[config.mk]
export PLATFORM = sky130hd
export DESIGN_NAME = calendar_time_normalizer
export DESIGN_NICKNAME = d
export VERILOG_FILES = /design/src/rtl/ctn_pkg.sv /design/src/rtl/calendar_time_normalizer.sv /design/src/rtl/ctn_front.sv /design/src/rtl/ctn_fifo.sv /design/src/rtl/ctn_back.sv
export SDC_FILE = /design/constraint.sdc
export NUM_CORES = 1
export LEC_CHECK = 0
export ABC_AREA = 1
export BUFFER_PORTS_ARGS = -buffer_cell sky130_fd_sc_hd__buf_2
export CAP_MARGIN = 20
export CORE_MARGIN = 2
export CORE_UTILIZATION = 64
export CTS_CLUSTER_DIAMETER = 40
export DETAILED_ROUTE_END_ITERATION = 7
export HOLD_SLACK_MARGIN = 0.15
export PLACE_DENSITY = 0.82
export SLEW_MARGIN = 25
export SYNTH_ARGS = -nofsm -noshare
export SYNTH_HDL_FRONTEND = slang
export SYNTH_SLANG_ARGS = --single-unit
[constraint.sdc]
create_clock -name clk -period 7 [get_ports clk]
set_input_delay 0.7 -clock clk [delete_from_list [all_inputs] [get_ports clk]]
set_output_delay 0.7 -clock clk [all_outputs]
set_load 0.02 [all_outputs]
[src/rtl/ctn_pkg.sv]
`timescale 1ns / 1ps
// Shared types for the calendar time normaliser: input fields, the carried
// item queued between front and back end, and the result fields. No dependencies.
package ctn_pkg;

  typedef struct packed {
    logic [9:0] year;
    logic [7:0] month;
    logic [8:0] day_of_month;
    logic [7:0] hours;
    logic [7:0] minutes;
    logic [7:0] seconds;
  } ctn_in_t;

  // After the field carries; day and year still unbounded by the month walk
  typedef struct packed {
    logic [10:0] year;
    logic [3:0]  month;
    logic [9:0]  day_of_month;
    logic [4:0]  hours;
    logic [5:0]  minutes;
    logic [5:0]  seconds;
  } ctn_item_t;

  typedef struct packed {
    logic [2:0] day_of_week;
    logic [8:0] day_of_year;
    logic [9:0] year;
    logic [3:0] month;
    logic [4:0] day_of_month;
    logic [4:0] hours;
    logic [5:0] minutes;
    logic [5:0] seconds;
  } ctn_result_t;

  localparam logic [11:0] BaseYear = 12'd1900;

endpackage

[src/rtl/calendar_time_normalizer.sv]
`timescale 1ns / 1ps
// Calendar time normaliser top level: stream ports, front end, item queue
// and back end. Depends on ctn_pkg, ctn_front, ctn_fifo and ctn_back.
//
// One result beat per input beat, in order. The front end carries seconds,
// minutes, hours and months in two register stages and queues the item; the
// back end then walks forward one month per cycle until the day fits, and
// finishes day of year and weekday in the states S_DOY, S_DIV, S_SUM and S_Q7
// before S_DONE. The back end takes one item at a time, and its walk takes one
// step for each whole month the day overflows (none for an already valid date,
// at most 17 for the largest inputs), so the month walk sets the throughput.
// The output register lets the back end start the next item while a result
// waits to be taken.
module calendar_time_normalizer #(
  parameter int QueueDepth = 4
) (
  input  logic        clk,
  input  logic        rst,
  input  logic        s_axis_tvalid,
  output logic        s_axis_tready,
  // seconds_in[7:0], minutes_in[15:8], hours_in[23:16], day_of_month_in[32:24],
  // month_in[40:33], year_in[50:41], zero pad [55:51]
  input  logic [55:0] s_axis_tdata,
  output logic        m_axis_tvalid,
  input  logic        m_axis_tready,
  // seconds_out[5:0], minutes_out[11:6], hours_out[16:12], day_of_month_out[21:17],
  // month_out[25:22], year_out[35:26], day_of_year[44:36], day_of_week[47:45]
  output logic [47:0] m_axis_tdata
);
  import ctn_pkg::*;

  ctn_in_t     in_item;
  ctn_item_t   push_item;
  ctn_item_t   pop_item;
  ctn_result_t result;
  logic        push;
  logic        pop;
  logic        full;
  logic        empty;

  assign in_item.seconds      = s_axis_tdata[7:0];
  assign in_item.minutes      = s_axis_tdata[15:8];
  assign in_item.hours        = s_axis_tdata[23:16];
  assign in_item.day_of_month = s_axis_tdata[32:24];
  assign in_item.month        = s_axis_tdata[40:33];
  assign in_item.year         = s_axis_tdata[50:41];

  assign m_axis_tdata = {result.day_of_week, result.day_of_year, result.year,
                         result.month, result.day_of_month, result.hours,
                         result.minutes, result.seconds};

  ctn_front u_front (
    .clk       (clk),
    .rst       (rst),
    .in_valid  (s_axis_tvalid),
    .in_ready  (s_axis_tready),
    .in_item   (in_item),
    .push      (push),
    .push_item (push_item),
    .full      (full)
  );

  ctn_fifo #(
    .Depth (QueueDepth)
  ) u_fifo (
    .clk       (clk),
    .rst       (rst),
    .push      (push),
    .push_item (push_item),
    .full      (full),
    .pop       (pop),
    .pop_item  (pop_item),
    .empty     (empty)
  );

  ctn_back u_back (
    .clk       (clk),
    .rst       (rst),
    .empty     (empty),
    .pop_item  (pop_item),
    .pop       (pop),
    .out_valid (m_axis_tvalid),
    .out_ready (m_axis_tready),
    .result    (result)
  );

endmodule

[src/rtl/ctn_front.sv]
`timescale 1ns / 1ps
// Front end: takes input beats and carries seconds, minutes, hours and months
// over two register stages. Depends on ctn_pkg.
module ctn_front (
  input  logic               clk,
  input  logic               rst,
  input  logic               in_valid,
  output logic               in_ready,
  input  ctn_pkg::ctn_in_t   in_item,
  output logic               push,
  output ctn_pkg::ctn_item_t push_item,
  input  logic               full
);
  import ctn_pkg::*;

  // quotient by 60 for values up to 299
  function automatic logic [2:0] div60(input logic [8:0] v);
    logic [2:0] q;
    if (v >= 9'd240) q = 3'd4;
    else if (v >= 9'd180) q = 3'd3;
    else if (v >= 9'd120) q = 3'd2;
    else if (v >= 9'd60) q = 3'd1;
    else q = 3'd0;
    return q;
  endfunction

  logic       s1_valid;
  ctn_in_t    s1;
  logic       s2_valid;
  logic [5:0] s2_sec;
  logic [5:0] s2_min;
  logic [8:0] s2_hr;
  logic [8:0] s2_day;
  logic [3:0] s2_mon;
  logic [10:0] s2_yr;

  logic        s2_take;
  logic [2:0]  sec_q;
  logic [8:0]  sec_rem;
  logic [8:0]  min_t;
  logic [2:0]  min_q;
  logic [8:0]  min_rem;
  logic [15:0] mon_prod;
  logic [4:0]  mon_q;
  logic [7:0]  mon_rem;
  logic [16:0] hr_prod;
  logic [4:0]  hr_q;
  logic [8:0]  hr_rem;
  logic [9:0]  day_t;

  assign push     = s2_valid && !full;
  assign s2_take  = !s2_valid || push;
  assign in_ready = !s1_valid || s2_take;

  // stage 1: seconds and minutes carry, month to year carry
  always_comb begin
    sec_q    = div60({1'b0, s1.seconds});
    sec_rem  = {1'b0, s1.seconds} - 9'(sec_q) * 9'd60;
    min_t    = {1'b0, s1.minutes} + 9'(sec_q);
    min_q    = div60(min_t);
    min_rem  = min_t - 9'(min_q) * 9'd60;
    // /12 by reciprocal 171/2048, exact for values below 256
    mon_prod = 16'(s1.month) * 16'd171;
    mon_q    = mon_prod[15:11];
    mon_rem  = s1.month - 8'(mon_q) * 8'd12;
  end

  // stage 2: hours to days carry, /24 by reciprocal 171/4096
  always_comb begin
    hr_prod = 17'(s2_hr) * 17'd171;
    hr_q    = hr_prod[16:12];
    hr_rem  = s2_hr - 9'(hr_q) * 9'd24;
    day_t   = 10'(s2_day) + 10'(hr_q);
    push_item.seconds      = s2_sec;
    push_item.minutes      = s2_min;
    push_item.hours        = hr_rem[4:0];
    push_item.day_of_month = (day_t == 10'd0) ? 10'd1 : day_t;
    push_item.month        = s2_mon;
    push_item.year         = s2_yr;
  end

  always_ff @(posedge clk) begin
    if (rst) begin
      s1_valid <= 1'b0;
      s2_valid <= 1'b0;
    end else begin
      if (in_ready) s1_valid <= in_valid;
      if (s2_take) s2_valid <= s1_valid;
    end
  end

  always_ff @(posedge clk) begin
    if (in_valid && in_ready) s1 <= in_item;
    if (s1_valid && s2_take) begin
      s2_sec <= sec_rem[5:0];
      s2_min <= min_rem[5:0];
      s2_hr  <= 9'(s1.hours) + 9'(min_q);
      s2_day <= s1.day_of_month;
      s2_mon <= mon_rem[3:0];
      s2_yr  <= 11'(s1.year) + 11'(mon_q);
    end
  end

endmodule

[src/rtl/ctn_fifo.sv]
`timescale 1ns / 1ps
// Short queue of carried items between front and back end.
// Depends on ctn_pkg for the item type.
module ctn_fifo #(
  parameter int Depth = 4
) (
  input  logic               clk,
  input  logic               rst,
  input  logic               push,
  input  ctn_pkg::ctn_item_t push_item,
  output logic               full,
  input  logic               pop,
  output ctn_pkg::ctn_item_t pop_item,
  output logic               empty
);
  import ctn_pkg::*;

  localparam int PtrW = $clog2(Depth);
  localparam int CntW = $clog2(Depth + 1);

  ctn_item_t       entries [Depth];
  logic [PtrW-1:0] wr_ptr;
  logic [PtrW-1:0] rd_ptr;
  logic [CntW-1:0] count;

  assign full     = (count == CntW'(Depth));
  assign empty    = (count == '0);
  assign pop_item = entries[rd_ptr];

  always_ff @(posedge clk) begin
    if (rst) begin
      wr_ptr <= '0;
      rd_ptr <= '0;
      count  <= '0;
    end else begin
      if (push) wr_ptr <= (wr_ptr == PtrW'(Depth - 1)) ? '0 : wr_ptr + 1'b1;
      if (pop) rd_ptr <= (rd_ptr == PtrW'(Depth - 1)) ? '0 : rd_ptr + 1'b1;
      if (push && !pop) count <= count + 1'b1;
      else if (pop && !push) count <= count - 1'b1;
    end
  end

  always_ff @(posedge clk) begin
    if (push) entries[wr_ptr] <= push_item;
  end

endmodule

[src/rtl/ctn_back.sv]
`timescale 1ns / 1ps
// Back end: month walk with leap rule, day of year, Sakamoto weekday and the
// output register. Depends on ctn_pkg.
module ctn_back (
  input  logic                 clk,
  input  logic                 rst,
  input  logic                 empty,
  input  ctn_pkg::ctn_item_t   pop_item,
  output logic                 pop,
  output logic                 out_valid,
  input  logic                 out_ready,
  output ctn_pkg::ctn_result_t result
);
  import ctn_pkg::*;

  localparam logic [3:0] S_IDLE = 4'd0;
  localparam logic [3:0] S_MOD  = 4'd1;
  localparam logic [3:0] S_REM  = 4'd2;
  localparam logic [3:0] S_WALK = 4'd3;
  localparam logic [3:0] S_DOY  = 4'd4;
  localparam logic [3:0] S_DIV  = 4'd5;
  localparam logic [3:0] S_SUM  = 4'd6;
  localparam logic [3:0] S_Q7   = 4'd7;
  localparam logic [3:0] S_DONE = 4'd8;

  localparam logic [8:0] CumDays [12] = '{9'd0, 9'd31, 9'd59, 9'd90, 9'd120, 9'd151,
                                          9'd181, 9'd212, 9'd243, 9'd273, 9'd304, 9'd334};
  localparam logic [2:0] SakTab [12] = '{3'd0, 3'd3, 3'd2, 3'd5, 3'd0, 3'd3,
                                         3'd5, 3'd1, 3'd4, 3'd6, 3'd2, 3'd4};

  function automatic logic [4:0] month_len(input logic [3:0] m, input logic lp);
    logic [4:0] len;
    case (m) inside
      4'd1:                   len = 5'd28 + 5'(lp);
      4'd3, 4'd5, 4'd8, 4'd10: len = 5'd30;
      default:                len = 5'd31;
    endcase
    return len;
  endfunction

  logic [3:0]  state;
  logic [5:0]  sec;
  logic [5:0]  min;
  logic [4:0]  hr;
  logic [9:0]  day;
  logic [3:0]  mon;
  logic [10:0] yr;
  logic [6:0]  q25;
  logic [4:0]  rem25;
  logic [8:0]  yd;
  logic [11:0] ys;
  logic [5:0]  sakday;
  logic [5:0]  q100;
  logic [3:0]  q400;
  logic [12:0] sum;
  logic [10:0] q7;

  logic        leap;
  logic [4:0]  len;
  logic [22:0] prod25;
  logic [10:0] rem25_w;
  logic [11:0] full_yr;
  logic [21:0] prod_a;
  logic [19:0] prod_b;
  logic [26:0] prod7;
  logic [12:0] wd_w;
  logic        out_load;

  // years since 1900 share residues mod 4 and 25 with the full year;
  // full year is a multiple of 16 when yr mod 16 is 4
  assign leap     = (yr[1:0] == 2'd0) && (rem25 != 5'd0 || yr[3:0] == 4'd4);
  assign len      = month_len(mon, leap);
  assign prod25   = 23'(yr) * 23'd2622;
  assign rem25_w  = yr - 11'(q25) * 11'd25;
  assign full_yr  = 12'(yr) + BaseYear;
  assign prod_a   = 22'(ys[11:2]) * 22'd2622;
  assign prod_b   = 20'(ys[11:4]) * 20'd2622;
  assign prod7    = 27'(sum) * 27'd9363;
  assign wd_w     = sum - 13'(q7) * 13'd7;
  assign pop      = (state == S_IDLE) && !empty;
  assign out_load = (state == S_DONE) && (!out_valid || out_ready);

  always_ff @(posedge clk) begin
    if (rst) begin
      state     <= S_IDLE;
      out_valid <= 1'b0;
    end else begin
      if (out_load) out_valid <= 1'b1;
      else if (out_ready) out_valid <= 1'b0;
      unique case (state)
        S_IDLE:  if (!empty) state <= S_MOD;
        S_MOD:   state <= S_REM;
        S_REM:   state <= S_WALK;
        S_WALK:  if (day <= 10'(len)) state <= S_DOY;
        S_DOY:   state <= S_DIV;
        S_DIV:   state <= S_SUM;
        S_SUM:   state <= S_Q7;
        S_Q7:    state <= S_DONE;
        S_DONE:  if (out_load) state <= S_IDLE;
        default: state <= S_IDLE;
      endcase
    end
  end

  always_ff @(posedge clk) begin
    case (state)
      S_IDLE: begin
        sec <= pop_item.seconds;
        min <= pop_item.minutes;
        hr  <= pop_item.hours;
        day <= pop_item.day_of_month;
        mon <= pop_item.month;
        yr  <= pop_item.year;
      end
      S_MOD: q25 <= prod25[22:16];
      S_REM: rem25 <= rem25_w[4:0];
      S_WALK: begin
        // one month per beat of the walk
        if (day > 10'(len)) begin
          day <= day - 10'(len);
          if (mon == 4'd11) begin
            mon   <= 4'd0;
            yr    <= yr + 11'd1;
            rem25 <= (rem25 == 5'd24) ? 5'd0 : rem25 + 5'd1;
          end else begin
            mon <= mon + 4'd1;
          end
        end
      end
      S_DOY: begin
        yd     <= CumDays[mon] + 9'(day) - 9'd1 + 9'((mon > 4'd1) && leap);
        ys     <= full_yr - 12'(mon < 4'd2);
        sakday <= 6'(SakTab[mon]) + 6'(day);
      end
      S_DIV: begin
        q100 <= prod_a[21:16];
        q400 <= prod_b[19:16];
      end
      S_SUM: sum <= 13'(ys) + 13'(ys[11:2]) - 13'(q100) + 13'(q400) + 13'(sakday);
      S_Q7:  q7 <= prod7[26:16];
      default: ;
    endcase
  end

  always_ff @(posedge clk) begin
    if (out_load) begin
      result.seconds      <= sec;
      result.minutes      <= min;
      result.hours        <= hr;
      result.day_of_month <= day[4:0];
      result.month        <= mon;
      result.year         <= yr[9:0];
      result.day_of_year  <= yd;
      result.day_of_week  <= wd_w[2:0];
    end
  end

  a_walk_month: assert property (@(posedge clk) disable iff (rst)
    state == S_WALK |-> mon < 4'd12)
    else $error("month out of range during walk");

  a_walk_day: assert property (@(posedge clk) disable iff (rst)
    state == S_WALK |-> day != 10'd0)
    else $error("day reached zero during walk");

  a_rem25: assert property (@(posedge clk) disable iff (rst)
    state == S_WALK |-> rem25 < 5'd25)
    else $error("year residue mod 25 out of range");

  a_load_src: assert property (@(posedge clk) disable iff (rst)
    $rose(out_valid) |-> $past(state) == S_DONE)
    else $error("result raised outside the done state");

  a_weekday: assert property (@(posedge clk) disable iff (rst)
    out_valid |-> result.day_of_week < 3'd7 && result.day_of_month != 5'd0)
    else $error("result weekday or day out of range");

endmodule
==> results of run 1 <==
## logic make-up after synthesis
logic type                 synth area share [%]
AOI/OAI and AO/OA                          6.86
adders and majority gates                  28.3
buffers and inverters                      7.65
DFF                                        43.5
muxes                                    0.0339
and+or+nand+nor                            10.6
xor gates and xnor gates                   3.14
## through the flow
step	cell area (um^2)	hold slack, ps
2_1_floorplan	29600	400
3_3_place_gp	30800	402
3_5_place_dp	30800	405
4_1_cts	32900	226
5_1_grt	32900	228
6_report	32900	258
## final cells by class
class	count	area (um^2)
multi-input combinational	1783	14500
sequential	433	12800
fill	3116	12600
inverter	564	2120
clock buffer	61	1480
tap	600	751
timing repair buffer	117	618
clock inverter	49	566
## layer usage
layer,vias to the layer above,part of all wire [%]
li1,9680,-
met5,-,0
met1,9753,39
met3,140,5.3
met2,615,52
met4,0,3.2
## worst paths after layout
kind / from / to / slack (ps) / cells after the start
min: s_axis_tdata[28] / u_front.s1[28]$_DFFE_PP_ / 260 / 1
max: u_front.s2_hr[1]$_DFFE_PP_ / u_fifo.entries[1][17]$_DFFE_PP_ / 1280 / 25
max reg2reg: u_front.s2_hr[1]$_DFFE_PP_ / u_fifo.entries[1][17]$_DFFE_PP_ / 1280 / 25
min reg2reg: u_front.s1[30]$_DFFE_PP_ / u_front.s2_day[6]$_DFFE_PP_ / 420 / 0
## Yosys cell counts, types with 2 or more instances
| library cell | number | area (um^2) |
|---|---|---|
| inv_1 | 559 | 2100 |
| ha_1 | 422 | 5280 |
| edfxtp_1 | 417 | 12500 |
| nand2_1 | 383 | 1440 |
| nor2_1 | 172 | 646 |
| fa_1 | 154 | 3080 |
| a21oi_1 | 144 | 721 |
| o21ai_0 | 135 | 676 |
| nand3_1 | 92 | 460 |
| xor2_1 | 76 | 666 |
| xnor2_1 | 30 | 263 |
| o22ai_1 | 29 | 181 |
| nand4_1 | 27 | 169 |
| nor3_1 | 21 | 105 |
| clkbuf_1 | 17 | 63.8 |
| dfxtp_1 | 16 | 320 |
| buf_2 | 14 | 70.1 |
| nand2_2 | 13 | 81.3 |
| a31oi_1 | 8 | 50.1 |
| or2_2 | 7 | 43.8 |
| a32o_1 | 6 | 60.1 |
| nand3b_1 | 6 | 45.0 |
| o21a_1 | 6 | 45.0 |
| o21bai_1 | 6 | 45.0 |
| a21o_1 | 5 | 37.5 |
| a221o_1 | 5 | 50.1 |
| o211ai_1 | 5 | 37.5 |
| o31ai_1 | 4 | 30.0 |
| a211oi_1 | 3 | 22.5 |
| inv_2 | 3 | 11.3 |
| nand3_2 | 3 | 30.0 |
| a221oi_1 | 2 | 17.5 |
| clkinv_1 | 2 | 7.51 |
| nand2_4 | 2 | 22.5 |
| nor2_2 | 2 | 12.5 |
| nor3b_1 | 2 | 15.0 |
## registers in the layout, indices dropped and copies added, names as in the netlist, 9 cells and up, named ones only
name            count
u_back.yr          11
u_back.result      48
u_back.ys          12
u_front.s2_hr       9
u_front.s1         51
u_front.s2_yr      11
u_back.day         10
u_fifo.entries    168
u_back.sum         13
u_back.yd           9
u_front.s2_day      9
## critical path, cell delays in order, from the launching register on
cell,delay (ps)
edfxtp_1,530
ha_1,410
fa_1,520
fa_1,550
inv_1,60
fa_1,540
inv_1,50
ha_1,340
nand2_1,70
nor2_1,130
nand3_1,130
nand3_1,140
nand2_1,70
nand2_1,140
ha_1,250
inv_1,80
fa_1,400
inv_1,90
nand3_1,90
nand2_1,100
nand2_1,50
a21oi_1,160
xor2_1,320
nor2_1,80
nand2_1,80
nand2_1,90
==> metrics.csv, run 1 <==
metric,value,unit
WS Path Type,reg -> reg,
Total GRT Usage,26.8,%
initial antenna violation count,0,
clock skew,21.7,ps
GRT overflow,0,
final net count,3593,
Setup Slack @ Placement,1400,ps
Final min period,5720,ps
Max Freq,175,MHz
Syn Nets,3449,
Area Overhead vs Synth,11.2,%
fin cells,3607,
IO Port Bufs,104,
Max-cap violations,0,
clock sink count,433,
CTS root buf,clkbuf_16,
unrepaired setup endpoints after global routing,false,
Core Region,45500,um^2
Synth Cell Area,29600,um^2
gate count of the mapped netlist,2813,
crit path capture type,register,
fin crit share,81.8,%
initial core utilization,65.0,%
GR peak layer,met2,
largest net degree at the start of global routing,85,
htree depth,2,
number of flops mapped to enable cells by yosys,417,
number of global-route vias before repair,21500,
placed wire-length estimate,44.5,mm
# resized after CTS,0,
postcts setup bufs,0,
Synth Register Bits,433,
"commonest non-fill, non-tap cell in the layout",inv_1,
"Reg clk slew, reported paths",60,ps
Worst EP required,7350,ps
die width,219,um
"Top FF cell, synth",edfxtp_1,
initial drt markers,1487,
dpl cells,3497,
Die Area,47900,um^2
clk buf depth,3,
startpoint types,register,
share of cells above drive strength 1,8.85,%
max-slew violation count,0,
hold crit path type,in -> reg,
"Seq/Total Area, Yosys",43.5,%
Synthesis Warnings,0,
DRC,0,
number of antenna-violating nets in the routed design,0,
M1 GR Usage,31.2,%
via/cell ratio,5.60,
Cell variety after synth,51,
highest-count cells in the layout ignoring fill and taps,"555 x inv_1, 422 x ha_1, 417 x edfxtp_1, 383 x nand2_1, 165 x nor2_1",
Num CTS Buffers,58,
DR vias,20200,
relative slew slack,30.2,%
met2 Usage GRT,49.1,%
Routed Wire Length,61.7,mm
met3 GRT Util,4.49,%
setup TNS,0,ps
Synth async-reset ratio,0,%
n_diodes,0,
first-pass GRT wire length,102,mm
GPL Wtd Cong,0.939,
CP max FO,9,
final setup vio count,0,
Final WS setup,1280,ps
drt first pass iters,5,
Worst-Margin Slew,1050,ps
final hold violations,0,
"Data arrival, critical path",6080,ps
Placement Rows,78,
Skew-Pair Late Insertion Delay,620,ps
CTS tree,done,
Chip Height,219,um
hold buffers post-CTS,0,
synthesized area per cell,10.5,um^2
per-cell routed wire length,17.1,um
io pins,110,
outcome,finished clean,
Final Core Density,72.3,%
Power of run 1 is not shown: default switching activity piles up to over one toggle a cycle in this logic, so the estimate is an artifact.
==> run 2, diff against run 1 <==
--- a/config.mk
+++ b/config.mk
@@ -5,15 +5,15 @@
 export SDC_FILE = /design/constraint.sdc
 export NUM_CORES = 1
 export LEC_CHECK = 0
-export ABC_AREA = 1
+export ABC_AREA = 0
 export BUFFER_PORTS_ARGS = -buffer_cell sky130_fd_sc_hd__buf_2
 export CAP_MARGIN = 20
 export CORE_MARGIN = 2
-export CORE_UTILIZATION = 64
+export CORE_UTILIZATION = 57
 export CTS_CLUSTER_DIAMETER = 40
 export DETAILED_ROUTE_END_ITERATION = 7
 export HOLD_SLACK_MARGIN = 0.15
-export PLACE_DENSITY = 0.82
+export PLACE_DENSITY = 0.77
 export SLEW_MARGIN = 25
 export SYNTH_ARGS = -nofsm -noshare
 export SYNTH_HDL_FRONTEND = slang
==> constraint.sdc (replaced) <==
create_clock -name clk -period 5.2 [get_ports clk]
set_input_delay 0.52 -clock clk [delete_from_list [all_inputs] [get_ports clk]]
set_output_delay 0.52 -clock clk [all_outputs]
set_load 0.02 [all_outputs]
==> run 2 against run 1 <==
Effect of this change:
- final cell count decreased by 11%
- largest cell class unchanged
- non-clock buffer count increased by 124
- first-iteration DRC count decreased by 47%
- clock skew increased by 0.56 ps
- critical path depth decreased by 4
- critical endpoint is now u_fifo.entries[0][17]$_DFFE_PP_
- utilization decreased by 4.7 points
- setup slack got worse by 1200 ps
- synthesized area decreased by 4.1%
- wire length decreased by 9.2%
- final area increased by 0.88%
- highest routed layer unchanged
==> metrics.csv, run 2 <==
metric,value,unit
fin crit share,99.4,%
max-slew violation count,0,
crit path capture type,register,
unrepaired setup endpoints after global routing,true,
GPL Wtd Cong,0.881,
largest net degree at the start of global routing,52,
GRT overflow,0,
initial antenna violation count,0,
Final min period,5170,ps
Internal Power,0.0130,W
Seq pwr share,24.7,%
CP max FO,4,
Max Freq,193,MHz
startpoint types,register,
Switching Fraction,40.1,%
initial drt markers,786,
DR vias,17200,
highest-count cells in the layout ignoring fill and taps,"435 x inv_1, 417 x edfxtp_1, 412 x ha_1, 153 x fa_1, 104 x buf_2",
"Top FF cell, synth",edfxtp_1,
WS Path Type,reg -> reg,
"Seq/Total Area, Yosys",45.3,%
per-cell routed wire length,17.5,um
max incr delay on CP,520,ps
Num CTS Buffers,60,
Sw Pwr,0.00871,W
Total GRT Usage,22.3,%
pwr/cell area,655,nW/um^2
clock skew,22.2,ps
"area leader, netlist",edfxtp_1,
dpl cells,3020,
"Data arrival, critical path",5520,ps
final hold violations,0,
peak supply drop,0.787,mV
CP cell instances,ha_4 -> fa_1 -> fa_1 -> inv_1 -> fa_1 -> inv_2 -> ha_4 -> nand4_1 -> a21oi_2 -> a221oi_2 -> buf_4 -> o21bai_2 -> xor2_1 -> inv_1 -> fa_1 -> nor2b_1 -> o21ai_1 -> a21boi_2 -> o21ai_2 -> mux2i_1 -> a31o_1,
Comb power frac,56.1,%
n_diodes,0,
Synth Cell Area,28300,um^2
first-pass GRT wire length,90.3,mm
Skew-Pair Late Insertion Delay,620,ps
setup TNS,0,ps
worst hold slack,229,ps
CTS root buf,clkbuf_16,
"commonest non-fill, non-tap cell in the layout",inv_1,
Max-cap violations,0,
Critical Path Slowest Stage Cell,fa_1,
number of flops mapped to enable cells by yosys,417,
largest registers,"u_fifo.entries (168), u_front.s1 (51), u_back.result (48)",
CTS tree,done,
Chip Height,227,um
max reg flops,168,
Core Region,49100,um^2
Worst EP required,5550,ps
relative slew slack,39.7,%
fin cells,3197,
ranking of synthesized cells by area,"edfxtp_1 44%, ha_1 19%, fa_1 11%",
final setup vio count,0,
Cell variety after synth,78,
via/cell ratio,5.37,
Placement Rows,81,
"top cells by count, synth","436 x inv_1, 422 x ha_1, 417 x edfxtp_1, 154 x fa_1, 103 x xnor2_1",
area share of the largest cell type after synthesis,44.2,%
drt first pass iters,5,
outcome,finished clean,
CP dominant cell by count,fa_1,
clock sink count,433,
final net count,3119,
top-count cell post-synth,inv_1,
IO Port Bufs,104,
Routed Wire Length,56.0,mm
Area Overhead vs Synth,17.0,%
Tot Pwr,0.0217,W
share of cells above drive strength 1,16.0,%
clk buf depth,3,
FILL cells,3412,
Largest Register,u_fifo.entries,
initial core utilization,57.8,%
Synthesis Warnings,0,
Final Core Density,67.6,%
io pins,110,
DRC,0,
"Reg clk slew, reported paths",60,ps
number of antenna-violating nets in the routed design,0,
Synth async-reset ratio,0,%
gate count of the mapped netlist,2202,
clock group share of total power,19.2,%
Leak Pwr,14.6,nW
synthesized area per cell,12.9,um^2
placed wire-length estimate,40.2,mm
hold crit path type,in -> reg,
Synth Register Bits,433,
die width,227,um
Worst-Margin Slew,904,ps
Syn Nets,2838,
htree depth,2,
Die Area,51500,um^2
number of global-route vias before repair,18300,
==> run 2: cell count changes in the layout (fill, tap and decap cells not counted), sizes merged, moves of 15 or more <==
cell / before / now
a21oi: 144 / 54
buf: 117 / 190
dlygate4sd3: 0 / 51
inv: 581 / 449
mux4: 0 / 42
nand2: 398 / 88
nand3: 95 / 19
nand4: 27 / 12
nor2: 174 / 71
nor2b: 0 / 16
o21ai: 136 / 64
o22ai: 29 / 5
xnor2: 30 / 103
xor2: 76 / 40
==> run 2: path summary, 6_finish.rpt <==
| check | cells past startpoint | start | slack [ps] | end |
|---|---|---|---|---|
| setup / recovery | 21 | u_front.s2_hr[2]$_DFFE_PP_ | 30 | u_fifo.entries[0][17]$_DFFE_PP_ |
| hold / removal | 2 | rst | 230 | u_front.s2_valid$_SDFFE_PP0P_ |
| setup reg to reg | 21 | u_front.s2_hr[2]$_DFFE_PP_ | 30 | u_fifo.entries[0][17]$_DFFE_PP_ |
| hold reg to reg | 0 | u_back.hr[2]$_DFFE_PP_ | 410 | u_back.result[14]$_DFFE_PP_ |
==> run 2: per-stage QoR <==
stage	instance area (um^2)	worst slack, ps
2_1_floorplan	28300	-49.4
3_3_place_gp	30200	-66.7
3_5_place_dp	30200	-237
4_1_cts	32900	10.5
5_1_grt	33200	-214
6_report	33200	31.4
==> run 2: power groups by stage <==
stage               Sequential [W]  Clock, W  Combinational [W]
global route               0.00542   0.00438             0.0141
detailed placement         0.00544         0             0.0119
CTS                        0.00538   0.00424             0.0121
global placement           0.00542         0             0.0112
floorplan                  0.00533         0            0.00888
finish                     0.00536   0.00418             0.0122
==> run 2: cell families (layout without fill, tap and decap cells) <==
| group | Yosys count | in the layout | share of synthesized area [%] |
|---|---|---|---|
| flip-flops | 433 | 433 | 45.3 |
| AO/OA/AOI/OAI | 232 | 232 | 5.50 |
| AND/OR/NAND/NOR | 302 | 302 | 5.26 |
| XOR/XNOR | 143 | 143 | 4.42 |
| adder cells (fa/ha/maj) | 578 | 578 | 29.6 |
| buffers and inverters | 459 | 790 | 6.10 |
| multiplexers | 55 | 55 | 3.80 |
==> run 2: final cells by class <==
cell class	count	area (um^2)	area share, %
timing repair buffer	241	1680	5.06
clock inverter	43	564	1.70
tap	664	831	2.51
sequential	433	12800	38.7
multi-input combinational	1310	14000	42.3
clock buffer	69	1570	4.72
inverter	437	1640	4.95
==> run 2: worst max-delay path, delay by kind of cell, from the launching register on <==
kind                     cells  cell delay, ps
AND/OR/NAND/NOR              2             250
buffers and inverters        4             360
adder cells (fa/ha/maj)      6            2460
multiplexers                 1             130
flip-flops                   1             490
AO/OA/AOI/OAI                7            1000
XOR/XNOR                     1             240
==> run 2: layer usage <==
layer	part of all wire, %	global-route usage [%]	vias to the layer above
met5	0	0	-
met4	2.7	7.27	0
met3	4.2	3.28	108
met2	52	40.7	386
met1	41	27.4	8477
li1	-	-	8210
==> run 2: what timing repair did <==
action | in CTS | in global routing
resized for setup | 18 | 28
endpoints found under the hold margin | 51 | 0
hold buffers | 51 | 0
pin swaps | 24 | 28
endpoints found under the setup margin | 22 | 33
setup buffers | 5 | 10
Note: power is estimated with default switching activity, not from simulation.
